--- src/sv/spq_pkg.sv ---
// ----------------------------------------------------------------------------
// spq_pkg
// Shared codes, constants and state type for the saturating paint range query.
// ----------------------------------------------------------------------------
package spq_pkg;

    // Request function codes.
    localparam logic [1:0] FN_CLEAR  = 2'd0;
    localparam logic [1:0] FN_APPEND = 2'd1;
    localparam logic [1:0] FN_QUERY  = 2'd2;

    // Saturation limit of one color channel.
    localparam logic [7:0] CHAN_SAT = 8'd255;

    // Controller states.
    typedef enum logic [1:0] {
        ST_IDLE,
        ST_RIGHT,
        ST_FINISH
    } state_t;

endpackage

--- src/sv/spq_sat.sv ---
// ----------------------------------------------------------------------------
// spq_sat
// Saturating difference of two prefix sums for one color channel.
// ----------------------------------------------------------------------------
module spq_sat #(
    parameter int PW = 18
) (
    input  logic [PW-1:0] hi,
    input  logic [PW-1:0] lo,
    output logic [7:0]    sum
);

    import spq_pkg::*;

    logic [PW-1:0] diff;

    // Clamp below at zero and above at the channel limit.
    always_comb
    begin
        diff = hi - lo;
        if (hi < lo)
        begin
            sum = '0;
        end
        else if (diff > PW'(CHAN_SAT))
        begin
            sum = CHAN_SAT;
        end
        else
        begin
            sum = diff[7:0];
        end
    end

endmodule

--- src/sv/spq_ctrl.sv ---
// ----------------------------------------------------------------------------
// spq_ctrl
// Sequencer: appends entries, walks the two dependent reads of a query and
// holds the result register.
// ----------------------------------------------------------------------------
module spq_ctrl #(
    parameter int MAX_OPS = 1024,
    localparam int IDX_W  = $clog2(MAX_OPS + 1),
    localparam int AW     = $clog2(MAX_OPS),
    localparam int PW     = $clog2(MAX_OPS * 255 + 1),
    localparam int EW     = 3 * PW + IDX_W
) (
    input  logic             clk,
    input  logic             rst_n,
    input  logic             req_valid,
    output logic             req_ready,
    input  logic [1:0]       func,
    input  logic             kind,
    input  logic [7:0]       red_in,
    input  logic [7:0]       green_in,
    input  logic [7:0]       blue_in,
    input  logic [IDX_W-1:0] left_index,
    input  logic [IDX_W-1:0] right_index,
    output logic             rsp_valid,
    input  logic             rsp_ready,
    output logic [7:0]       red_out,
    output logic [7:0]       green_out,
    output logic [7:0]       blue_out,
    output logic             mem_we,
    output logic [AW-1:0]    mem_waddr,
    output logic [EW-1:0]    mem_wdata,
    output logic             mem_re,
    output logic [AW-1:0]    mem_raddr,
    input  logic [EW-1:0]    mem_rd_data
);

    import spq_pkg::*;

    localparam logic [IDX_W-1:0] MAX_CNT = IDX_W'(MAX_OPS);
    localparam logic [IDX_W-1:0] ONE     = IDX_W'(1);

    // Control registers.
    state_t           state_reg, state_next;
    logic [IDX_W-1:0] op_count_reg, op_count_next;
    logic             rsp_valid_reg, rsp_valid_next;
    logic [PW-1:0]    tail_r_reg, tail_r_next;
    logic [PW-1:0]    tail_g_reg, tail_g_next;
    logic [PW-1:0]    tail_b_reg, tail_b_next;
    logic [IDX_W-1:0] tail_last_reg, tail_last_next;

    // Query working registers and result payload.
    logic [IDX_W-1:0] right_reg, right_next;
    logic [IDX_W-1:0] start_reg, start_next;
    logic [PW-1:0]    hi_r_reg, hi_r_next;
    logic [PW-1:0]    hi_g_reg, hi_g_next;
    logic [PW-1:0]    hi_b_reg, hi_b_next;
    logic             lo_zero_reg, lo_zero_next;
    logic [7:0]       red_reg, red_next;
    logic [7:0]       green_reg, green_next;
    logic [7:0]       blue_reg, blue_next;

    // Helper values.
    logic [IDX_W-1:0] count_inc;
    logic [PW-1:0]    new_r, new_g, new_b;
    logic [IDX_W-1:0] new_last;
    logic [IDX_W-1:0] right_sat, right_m1, left_adj, start0;
    logic [PW-1:0]    rd_r, rd_g, rd_b;
    logic [IDX_W-1:0] rd_last, set_start, start_max, start_m1;
    logic [PW-1:0]    lo_r, lo_g, lo_b;
    logic [7:0]       sat_r, sat_g, sat_b;

    // Unpack the read entry.
    assign rd_r    = mem_rd_data[EW-1 -: PW];
    assign rd_g    = mem_rd_data[EW-PW-1 -: PW];
    assign rd_b    = mem_rd_data[EW-2*PW-1 -: PW];
    assign rd_last = mem_rd_data[IDX_W-1:0];

    // Next entry for an append, built from the tail entry.
    assign count_inc = op_count_reg + ONE;
    assign new_r     = tail_r_reg + PW'(red_in);
    assign new_g     = tail_g_reg + PW'(green_in);
    assign new_b     = tail_b_reg + PW'(blue_in);
    assign new_last  = kind ? count_inc : tail_last_reg;

    // Query bounds at acceptance.
    assign right_sat = (right_index > op_count_reg) ? op_count_reg : right_index;
    assign right_m1  = right_sat - ONE;
    assign left_adj  = (left_index == '0) ? ONE : left_index;
    assign start0    = left_adj - ONE;

    // Start point once the last set operation is known.
    assign set_start = rd_last - ONE;
    assign start_max = (set_start > start_reg) ? set_start : start_reg;
    assign start_m1  = start_max - ONE;

    // Lower prefix comes from memory unless the range starts at entry zero.
    assign lo_r = lo_zero_reg ? '0 : rd_r;
    assign lo_g = lo_zero_reg ? '0 : rd_g;
    assign lo_b = lo_zero_reg ? '0 : rd_b;

    spq_sat #(.PW(PW)) u_sat_r (.hi(hi_r_reg), .lo(lo_r), .sum(sat_r));
    spq_sat #(.PW(PW)) u_sat_g (.hi(hi_g_reg), .lo(lo_g), .sum(sat_g));
    spq_sat #(.PW(PW)) u_sat_b (.hi(hi_b_reg), .lo(lo_b), .sum(sat_b));

    // Next state and memory control.
    always_comb
    begin
        state_next     = state_reg;
        op_count_next  = op_count_reg;
        rsp_valid_next = rsp_valid_reg;
        tail_r_next    = tail_r_reg;
        tail_g_next    = tail_g_reg;
        tail_b_next    = tail_b_reg;
        tail_last_next = tail_last_reg;
        right_next     = right_reg;
        start_next     = start_reg;
        hi_r_next      = hi_r_reg;
        hi_g_next      = hi_g_reg;
        hi_b_next      = hi_b_reg;
        lo_zero_next   = lo_zero_reg;
        red_next       = red_reg;
        green_next     = green_reg;
        blue_next      = blue_reg;
        mem_we         = 1'b0;
        mem_waddr      = op_count_reg[AW-1:0];
        mem_wdata      = {new_r, new_g, new_b, new_last};
        mem_re         = 1'b0;
        mem_raddr      = right_m1[AW-1:0];

        // The result register empties on its transaction.
        if (rsp_valid_reg && rsp_ready)
        begin
            rsp_valid_next = 1'b0;
        end

        case (state_reg)
            ST_IDLE:
            begin
                if (req_valid)
                begin
                    case (func)
                        FN_CLEAR:
                        begin
                            op_count_next  = '0;
                            tail_r_next    = '0;
                            tail_g_next    = '0;
                            tail_b_next    = '0;
                            tail_last_next = ONE;
                        end
                        FN_APPEND:
                        begin
                            if (op_count_reg != MAX_CNT)
                            begin
                                mem_we         = 1'b1;
                                op_count_next  = count_inc;
                                tail_r_next    = new_r;
                                tail_g_next    = new_g;
                                tail_b_next    = new_b;
                                tail_last_next = new_last;
                            end
                        end
                        FN_QUERY:
                        begin
                            right_next = right_sat;
                            start_next = start0;
                            if (right_sat == '0)
                            begin
                                // Empty sequence: the result is zero.
                                hi_r_next    = '0;
                                hi_g_next    = '0;
                                hi_b_next    = '0;
                                lo_zero_next = 1'b1;
                                state_next   = ST_FINISH;
                            end
                            else
                            begin
                                mem_re     = 1'b1;
                                mem_raddr  = right_m1[AW-1:0];
                                state_next = ST_RIGHT;
                            end
                        end
                        default:
                        begin
                        end
                    endcase
                end
            end
            ST_RIGHT:
            begin
                state_next = ST_FINISH;
                if (start_max >= right_reg)
                begin
                    // Empty range after the last set operation.
                    hi_r_next    = '0;
                    hi_g_next    = '0;
                    hi_b_next    = '0;
                    lo_zero_next = 1'b1;
                end
                else
                begin
                    hi_r_next = rd_r;
                    hi_g_next = rd_g;
                    hi_b_next = rd_b;
                    if (start_max == '0)
                    begin
                        lo_zero_next = 1'b1;
                    end
                    else
                    begin
                        lo_zero_next = 1'b0;
                        mem_re       = 1'b1;
                        mem_raddr    = start_m1[AW-1:0];
                    end
                end
            end
            ST_FINISH:
            begin
                if (!rsp_valid_reg || rsp_ready)
                begin
                    rsp_valid_next = 1'b1;
                    red_next       = sat_r;
                    green_next     = sat_g;
                    blue_next      = sat_b;
                    state_next     = ST_IDLE;
                end
            end
            default:
            begin
                state_next = ST_IDLE;
            end
        endcase
    end

    // Control state.
    always_ff @(posedge clk or negedge rst_n)
    begin
        if (!rst_n)
        begin
            state_reg     <= ST_IDLE;
            op_count_reg  <= '0;
            rsp_valid_reg <= 1'b0;
            tail_r_reg    <= '0;
            tail_g_reg    <= '0;
            tail_b_reg    <= '0;
            tail_last_reg <= ONE;
        end
        else
        begin
            state_reg     <= state_next;
            op_count_reg  <= op_count_next;
            rsp_valid_reg <= rsp_valid_next;
            tail_r_reg    <= tail_r_next;
            tail_g_reg    <= tail_g_next;
            tail_b_reg    <= tail_b_next;
            tail_last_reg <= tail_last_next;
        end
    end

    // Query working values and result payload.
    always_ff @(posedge clk)
    begin
        right_reg   <= right_next;
        start_reg   <= start_next;
        hi_r_reg    <= hi_r_next;
        hi_g_reg    <= hi_g_next;
        hi_b_reg    <= hi_b_next;
        lo_zero_reg <= lo_zero_next;
        red_reg     <= red_next;
        green_reg   <= green_next;
        blue_reg    <= blue_next;
    end

    assign req_ready = (state_reg == ST_IDLE);
    assign rsp_valid = rsp_valid_reg;
    assign red_out   = red_reg;
    assign green_out = green_reg;
    assign blue_out  = blue_reg;

endmodule

--- config.mk ---
export PLATFORM = sky130hd
export DESIGN_NAME = spq_ctrl
export DESIGN_NICKNAME = d
export VERILOG_FILES = /design/src/sv/spq_pkg.sv /design/src/sv/spq_sat.sv /design/src/sv/spq_ctrl.sv
export SDC_FILE = /design/constraint.sdc
export NUM_CORES = 1
export LEC_CHECK = 0
export BUFFER_PORTS_ARGS = -buffer_cell sky130_fd_sc_hd__buf_2
export CAP_MARGIN = 40
export CORE_UTILIZATION = 40
export DETAILED_ROUTE_END_ITERATION = 10
export RECOVER_POWER = 100
export REMOVE_ABC_BUFFERS = 1
export SYNTH_ARGS = -nofsm -noshare
export SYNTH_HDL_FRONTEND = slang
export SYNTH_HIERARCHICAL = 1
export SYNTH_SLANG_ARGS = --single-unit
--- constraint.sdc ---
create_clock -name clk -period 6.6 [get_ports clk]
set_input_delay 0.33 -clock clk [delete_from_list [all_inputs] [get_ports clk]]
set_output_delay 0.33 -clock clk [all_outputs]
set_load 0.1 [all_outputs]
=== After elaboration in Yosys (flattened, before gate mapping) ===
Index checks and enable logic that the tools add are counted.

* Register bits: 180
* Input bits: 118
* Output and inout port bits: 113
* Logic and storage cells: 117

* Add/subtract/negate cells: 11
* Order comparisons: 9
* Equality and inequality tests: 10
* Multiplexer cells: 56
* Reductions and logical operators: 15

{| class="wikitable"
|+ Operator list
! operator !! number
|-
| two-way mux 18 bit || 12
|-
| case mux 18 bit (2 select lines) || 6
|-
| two-way mux 11 bit || 6
|-
| adder 18 x 8 -> 18 bit || 3
|-
| greater-than comparator 18 x 8 -> 1 bit, second input constant || 3
|-
| < comparator 18 bit || 3
|-
| subtractor 18 bit || 3
|-
| case mux 11 bit (2 select lines) || 2
|-
| zero test 11 bit || 3
|-
| two-way mux 10 bit || 3
|-
| two-way mux 8 bit || 3
|-
| greater-than comparator 11 bit || 2
|-
| subtractor 11 x 1 -> 11 bit, second input constant || 2
|-
| subtractor 10 x 1 -> 10 bit, second input constant || 2
|-
| two-way mux 1 bit || 17
|-
| adder 11 x 1 -> 11 bit, second input constant || 1
|-
| >= comparator 11 bit || 1
|-
| inequality test 11 bit, second input constant || 1
|-
| two-way mux 2 bit || 4
|-
| AND reduction 4 bit || 2
|-
| inequality test 2 bit, second input constant || 3
|-
| case mux 2 bit (3 select lines) || 1
|-
| AND reduction 3 bit || 2
|-
| == test 2 x 1 -> 1 bit, second input constant || 2
|-
| 9 further kinds || 14
|}

=== Logic depth before layout (Yosys ltp) ===
* Word-level depth: 7
* Mapped depth: 23
* Gate-level depth less buffers: 21

=== Cells and area by module ===
The synthesis kept the hierarchy.

{| class="wikitable"
|+ By module, submodules not included
! module !! times used !! cells each !! area each (µm²) !! seq. area each (µm²)
|-
| spq_ctrl || 1 || 1088 || 10950.5 || 5011.1
|-
| spq_sat || 3 || 149 || 1066.0 || 0.0
|}

=== Least setup slack after synthesis ===
OpenSTA, ideal clock, no wires.

* Path kind: input to output
* Start: in mem_rd_data[4]
* End: out mem_raddr[8]
* Data arrival time: 5.736 ns
* Required time: 6.270 ns
* Path slack: 0.534 ns
* Cell stages on the path: 22
* Buffers on the path: 2
* Path through: or4_4 nor3_4 nand2_1 xnor2_1 ha_1 a211oi_1 nor2_1 a2111oi_4 or2_4 buf_6 nor2_1 a21oi_1 ha_1 nand2b_1 a21oi_1 nor2b_1 o21ai_0 a21oi_1 o21ai_1 o21ai_2 buf_6 a22oi_1

* Longest elaborated chain between the ends: 7
* Elaborated cells between the ends (all ways): 9
* Those cells by class: add/sub: 2; order compare: 2; mux: 4; reduce/logical: 1

{| class="wikitable"
|+ Ends and longest elaborated chain
! what !! line !! text
|-
| from (decl) || spq_ctrl.sv:34 || <nowiki>input logic [EW-1:0] mem_rd_data</nowiki>
|-
| subtractor 11 x 1 -> 11 bit * || spq_ctrl.sv:92 || <nowiki>assign set_start = rd_last - ONE;</nowiki>
|-
| greater-than comparator 11 bit || spq_ctrl.sv:93 || <nowiki>assign start_max = (set_start > start_reg) ? set_start : start_reg;</nowiki>
|-
| two-way mux 11 bit * || spq_ctrl.sv:93 ||
|-
| subtractor 10 x 1 -> 10 bit or zero test 11 bit (tied branches) || spq_ctrl.sv:94, spq_ctrl.sv:204 ||
|-
| two-way mux 10 bit || spq_ctrl.sv:204 || <nowiki>if (start_max == '0)</nowiki>
|-
| two-way mux 10 bit * || spq_ctrl.sv:191 || <nowiki>if (start_max >= right_reg)</nowiki>
|-
| two-way mux 10 bit * || n/a ||
|-
| to (decl) || spq_ctrl.sv:33 || <nowiki>output logic [AW-1:0] mem_raddr,</nowiki>
|}

Mark *: on every way between the ends. The rest lies on a longest branch, timed or not.

=== Worst setup path after layout ===
* Start: in mem_rd_data[4]
* End: out mem_raddr[5]

The elaborated chain is that of the path after synthesis.

==> insert_results.sql <==
INSERT INTO impl_metrics (metric_group, metric, value, unit) VALUES
('routing', 'num_vias', '11700', ''),
('clocking', 'cts_inserted_buffers', '17', ''),
('finish', 'layout-drive-gt1-share', '0.128', ''),
('global_routing', 'first_global_vias', '11000', ''),
('clocking', 'clk_pin_slew_worst_paths', '80', 'ps'),
('clocking', 'clock_tree.buffer_depth', '2', ''),
('synth', 'synth_seq_cells', '180', ''),
('floorplan', 'io_pins', '231', ''),
('pwr', 'cellInternalPower', '2.65', 'mW'),
('critical_path', 'r2r_cells', '13', ''),
('place', 'io_buffer_count', '230', ''),
('synth', 'synth.cells.most_frequent', '139 x sky130_fd_sc_hd__inv_1, 117 x sky130_fd_sc_hd__ha_1, 110 x sky130_fd_sc_hd__a21oi_1, 101 x sky130_fd_sc_hd__edfxtp_1, 98 x sky130_fd_sc_hd__nand2_1', ''),
('synth', 'ys_dominant_reg_cell', 'sky130_fd_sc_hd__edfxtp_1', ''),
('critical_path', 'setup.worst_path.end_class', 'primary output', ''),
('timing', 'worst-slew-pin-transition', '3040', 'ps'),
('timing', 'finalCritPeriodShare', '0.918', ''),
('finish', 'finish.net_count', '1975', ''),
('timing', 'rsz0062_at_grt', 'no', ''),
('hold_path', 'min_path_type', 'in2reg', ''),
('routing', 'routedWlPerCell', '16.3', 'um'),
('timing', 'finalHoldViolations', '0', ''),
('clocking', 'cts_sinks', '180', ''),
('pwr', 'combinationalPowerShare', '0.572', ''),
('timing', 'setup_viol_count_final', '0', ''),
('hold_path', 'hold_start', 'mem_rd_data[61]', ''),
('synth', 'sequential_area_share_after_synthesis', '0.354', ''),
('pwr', 'clock_group_share_of_total_power', '0.176', ''),
('outcome', 'failing_checks', 'capacitance limit, slew limit', ''),
('routing', 'post_drt_via_cell_ratio', '5.28', ''),
('synth', 'yosysWarnings', '6', ''),
('critical_path', 'rr_startpoint', 'op_count_reg[5]', ''),
('pwr', 'leakagePower', '6.75', 'nW'),
('synth', 'async_set_reset_flop_share_out_of_synthesis', '0.439', ''),
('run', 'max_cap_violations', '7', ''),
('routing', 'detail_route.drc_violations', '0', ''),
('clocking', 'post-cts-setup-buffer-count', '0', ''),
('timing', 'worst_skew', '13.0', 'ps'),
('place', 'dp_hpwl', '26800', 'um'),
('pwr', 'pwr-share-seq', '0.252', ''),
('routing', 'drt_iter0_markers', '611', ''),
('critical_path', 'flop_to_flop_setup_slack', '810', 'ps'),
('clocking', 'cts_htree_levels', '4', ''),
('global_routing', 'grt_usage', '0.200', ''),
('synth', 'post_synth_main_area_contributors', 'sky130_fd_sc_hd__edfxtp_1 21%, sky130_fd_sc_hd__dfrtp_1 14%, sky130_fd_sc_hd__ha_1 10%, sky130_fd_sc_hd__xnor2_1 4.4%, sky130_fd_sc_hd__a21oi_1 3.9%', ''),
('finish', 'finalCoreUtilization', '0.462', ''),
('synth', 'netlist_area', '14100', 'sq um'),
('timing', 'min_period', '6060', 'ps'),
('clocking', 'root_buffer', 'sky130_fd_sc_hd__clkbuf_16', ''),
('synth', 'synth_area_per_cell', '9.22', 'sq um'),
('synth', 'synth_edf_count', '101', ''),
('finish', 'fin_cells', '2206', ''),
('synth', 'synthesis.instances', '1535', ''),
('timing', 'slew_headroom', '-1.03', ''),
('synth', 'synth.most_common_cell', 'sky130_fd_sc_hd__inv_1', ''),
('finish', 'fillers', '3431', ''),
('global_routing', 'wire_length_of_the_first_global_routing_pass', '57200', 'um'),
('critical_path', 'regToRegEndpoint', 'hi_b_reg[2]', ''),
('routing', 'antenna_violating_nets_post_route', '0', ''),
('floorplan', 'initial_core_util', '0.408', ''),
('clocking', 'cts_tree', 'done', ''),
('outcome', 'status', 'finished with violations', ''),
('pwr', 'power.density', '368', 'nW/um^2'),
('hold_path', 'worst_hold_path.endpoint', 'hi_r_reg[14]', ''),
('timing', 'timing_max_transition_violations_final', '198', ''),
('pwr', 'netSwitchingFraction', '0.550', ''),
('floorplan', 'die-area', '36100', 'sq um'),
('critical_path', 'cp-startpoint', 'mem_rd_data[4]', ''),
('timing', 'fmax', '165', 'MHz'),
('critical_path', 'timing.critical_path.from_type', 'input pin', ''),
('pwr', 'ir_worst_vdd', '0.468', 'mV'),
('routing', 'drt_pass1_iterations', '5', '');
[power by group through the flow]
stage,logic (mW),clock network (mW),registers [mW]
after CTS,3.46,1.07,1.49
after detailed placement,3.45,0,1.51
final,3.37,1.04,1.49
after floorplan,2.66,0,1.68
after global routing,3.59,1.11,1.51
after global placement,3.43,0,1.50
[critical path, stage by stage]
cell                        delay (ps)
sky130_fd_sc_hd__clkbuf_1          110
sky130_fd_sc_hd__or4_4             590
sky130_fd_sc_hd__nor3_4            160
sky130_fd_sc_hd__nand2_1            90
sky130_fd_sc_hd__xnor2_1           330
sky130_fd_sc_hd__ha_1              320
sky130_fd_sc_hd__a211oi_1          210
sky130_fd_sc_hd__nor2_1            120
sky130_fd_sc_hd__a2111oi_4         590
sky130_fd_sc_hd__or2_4             330
sky130_fd_sc_hd__nor2_1             60
sky130_fd_sc_hd__a21oi_1           240
sky130_fd_sc_hd__ha_1              280
sky130_fd_sc_hd__nand3_1           110
sky130_fd_sc_hd__mux2i_2           290
sky130_fd_sc_hd__nand3_2           110
sky130_fd_sc_hd__o21ai_2           680
sky130_fd_sc_hd__mux2i_1           270
sky130_fd_sc_hd__clkbuf_2          480
[metal layers]
metal | vias to the layer above | part of all wire | track usage
met1 | 5498 | 0.48 | 0.272
li1 | 5862 | - | -
met5 | - | 0.00028 | 0
met3 | 34 | 0.044 | 0.0339
met2 | 254 | 0.46 | 0.320
met4 | 2 | 0.017 | 0.0670
[cell usage in the layout (no fill, tap or decap), types with 32 or more instances in the layout]
cell	n
sky130_fd_sc_hd__dfrtp_1	78
sky130_fd_sc_hd__nand2_1	97
sky130_fd_sc_hd__o21ai_0	86
sky130_fd_sc_hd__nor2_1	79
sky130_fd_sc_hd__and2_1	51
sky130_fd_sc_hd__edfxtp_1	101
sky130_fd_sc_hd__ha_1	117
sky130_fd_sc_hd__inv_1	139
sky130_fd_sc_hd__xnor2_1	71
sky130_fd_sc_hd__nand3_1	47
sky130_fd_sc_hd__xor2_1	49
sky130_fd_sc_hd__a21oi_1	109
sky130_fd_sc_hd__buf_2	115
sky130_fd_sc_hd__a22o_1	32
sky130_fd_sc_hd__nor2b_1	71
sky130_fd_sc_hd__clkbuf_1	112
[what timing repair did]
item                      4_1_cts  5_1_grt
hold buffers                    1        0
hold endpoints to repair       27        0
gates resized for setup         0        0
[kinds of logic after synthesis]
group,Yosys count,synth area share
fa+ha+maj,123,0.112
mux,26,0.0196
xor+xnor,121,0.0754
buf+inv,204,0.0599
flops,180,0.354
compound gates,371,0.179
simple gates,510,0.200
[worst max-delay path by stage]
| stage | endpoint | depth (start not counted) |
|---|---|---|
| 3_3_place_gp | mem_raddr[8] | 22 |
| 2_1_floorplan | mem_raddr[8] | 18 |
| 4_1_cts | mem_raddr[8] | 22 |
| 3_5_place_dp | mem_raddr[5] | 19 |
| 5_1_grt | mem_raddr[8] | 22 |
| 6_report | mem_raddr[5] | 19 |
[metrics by stage]
stage	total power, mW	area, sq um	hold WS, ps	setup TNS, ps	setup slack [ps]
final	5.90	16000	169	0	544
after global routing	6.21	16000	149	0	130
after CTS	6.02	16300	137	0	535
after detailed placement	4.95	15700	291	0	574
after global placement	4.93	15700	288	0	794
after floorplan	4.34	13800	34.4	-7690	-855
[layout make-up]
| class | count | area, sq um | share of cell area |
|---|---|---|---|
| flip-flops and latches | 180 | 5010 | 0.313 |
| well taps | 455 | 569 | 0.0355 |
| clock inverters | 13 | 111 | 0.00695 |
| inverters | 139 | 522 | 0.0325 |
| repair buffers | 245 | 1120 | 0.0696 |
| clock buffers | 19 | 464 | 0.0290 |
| diodes | 4 | 10.0 | 0.000624 |
| multi-input cells | 1151 | 8230 | 0.513 |
(Power assumes the default switching activity.)
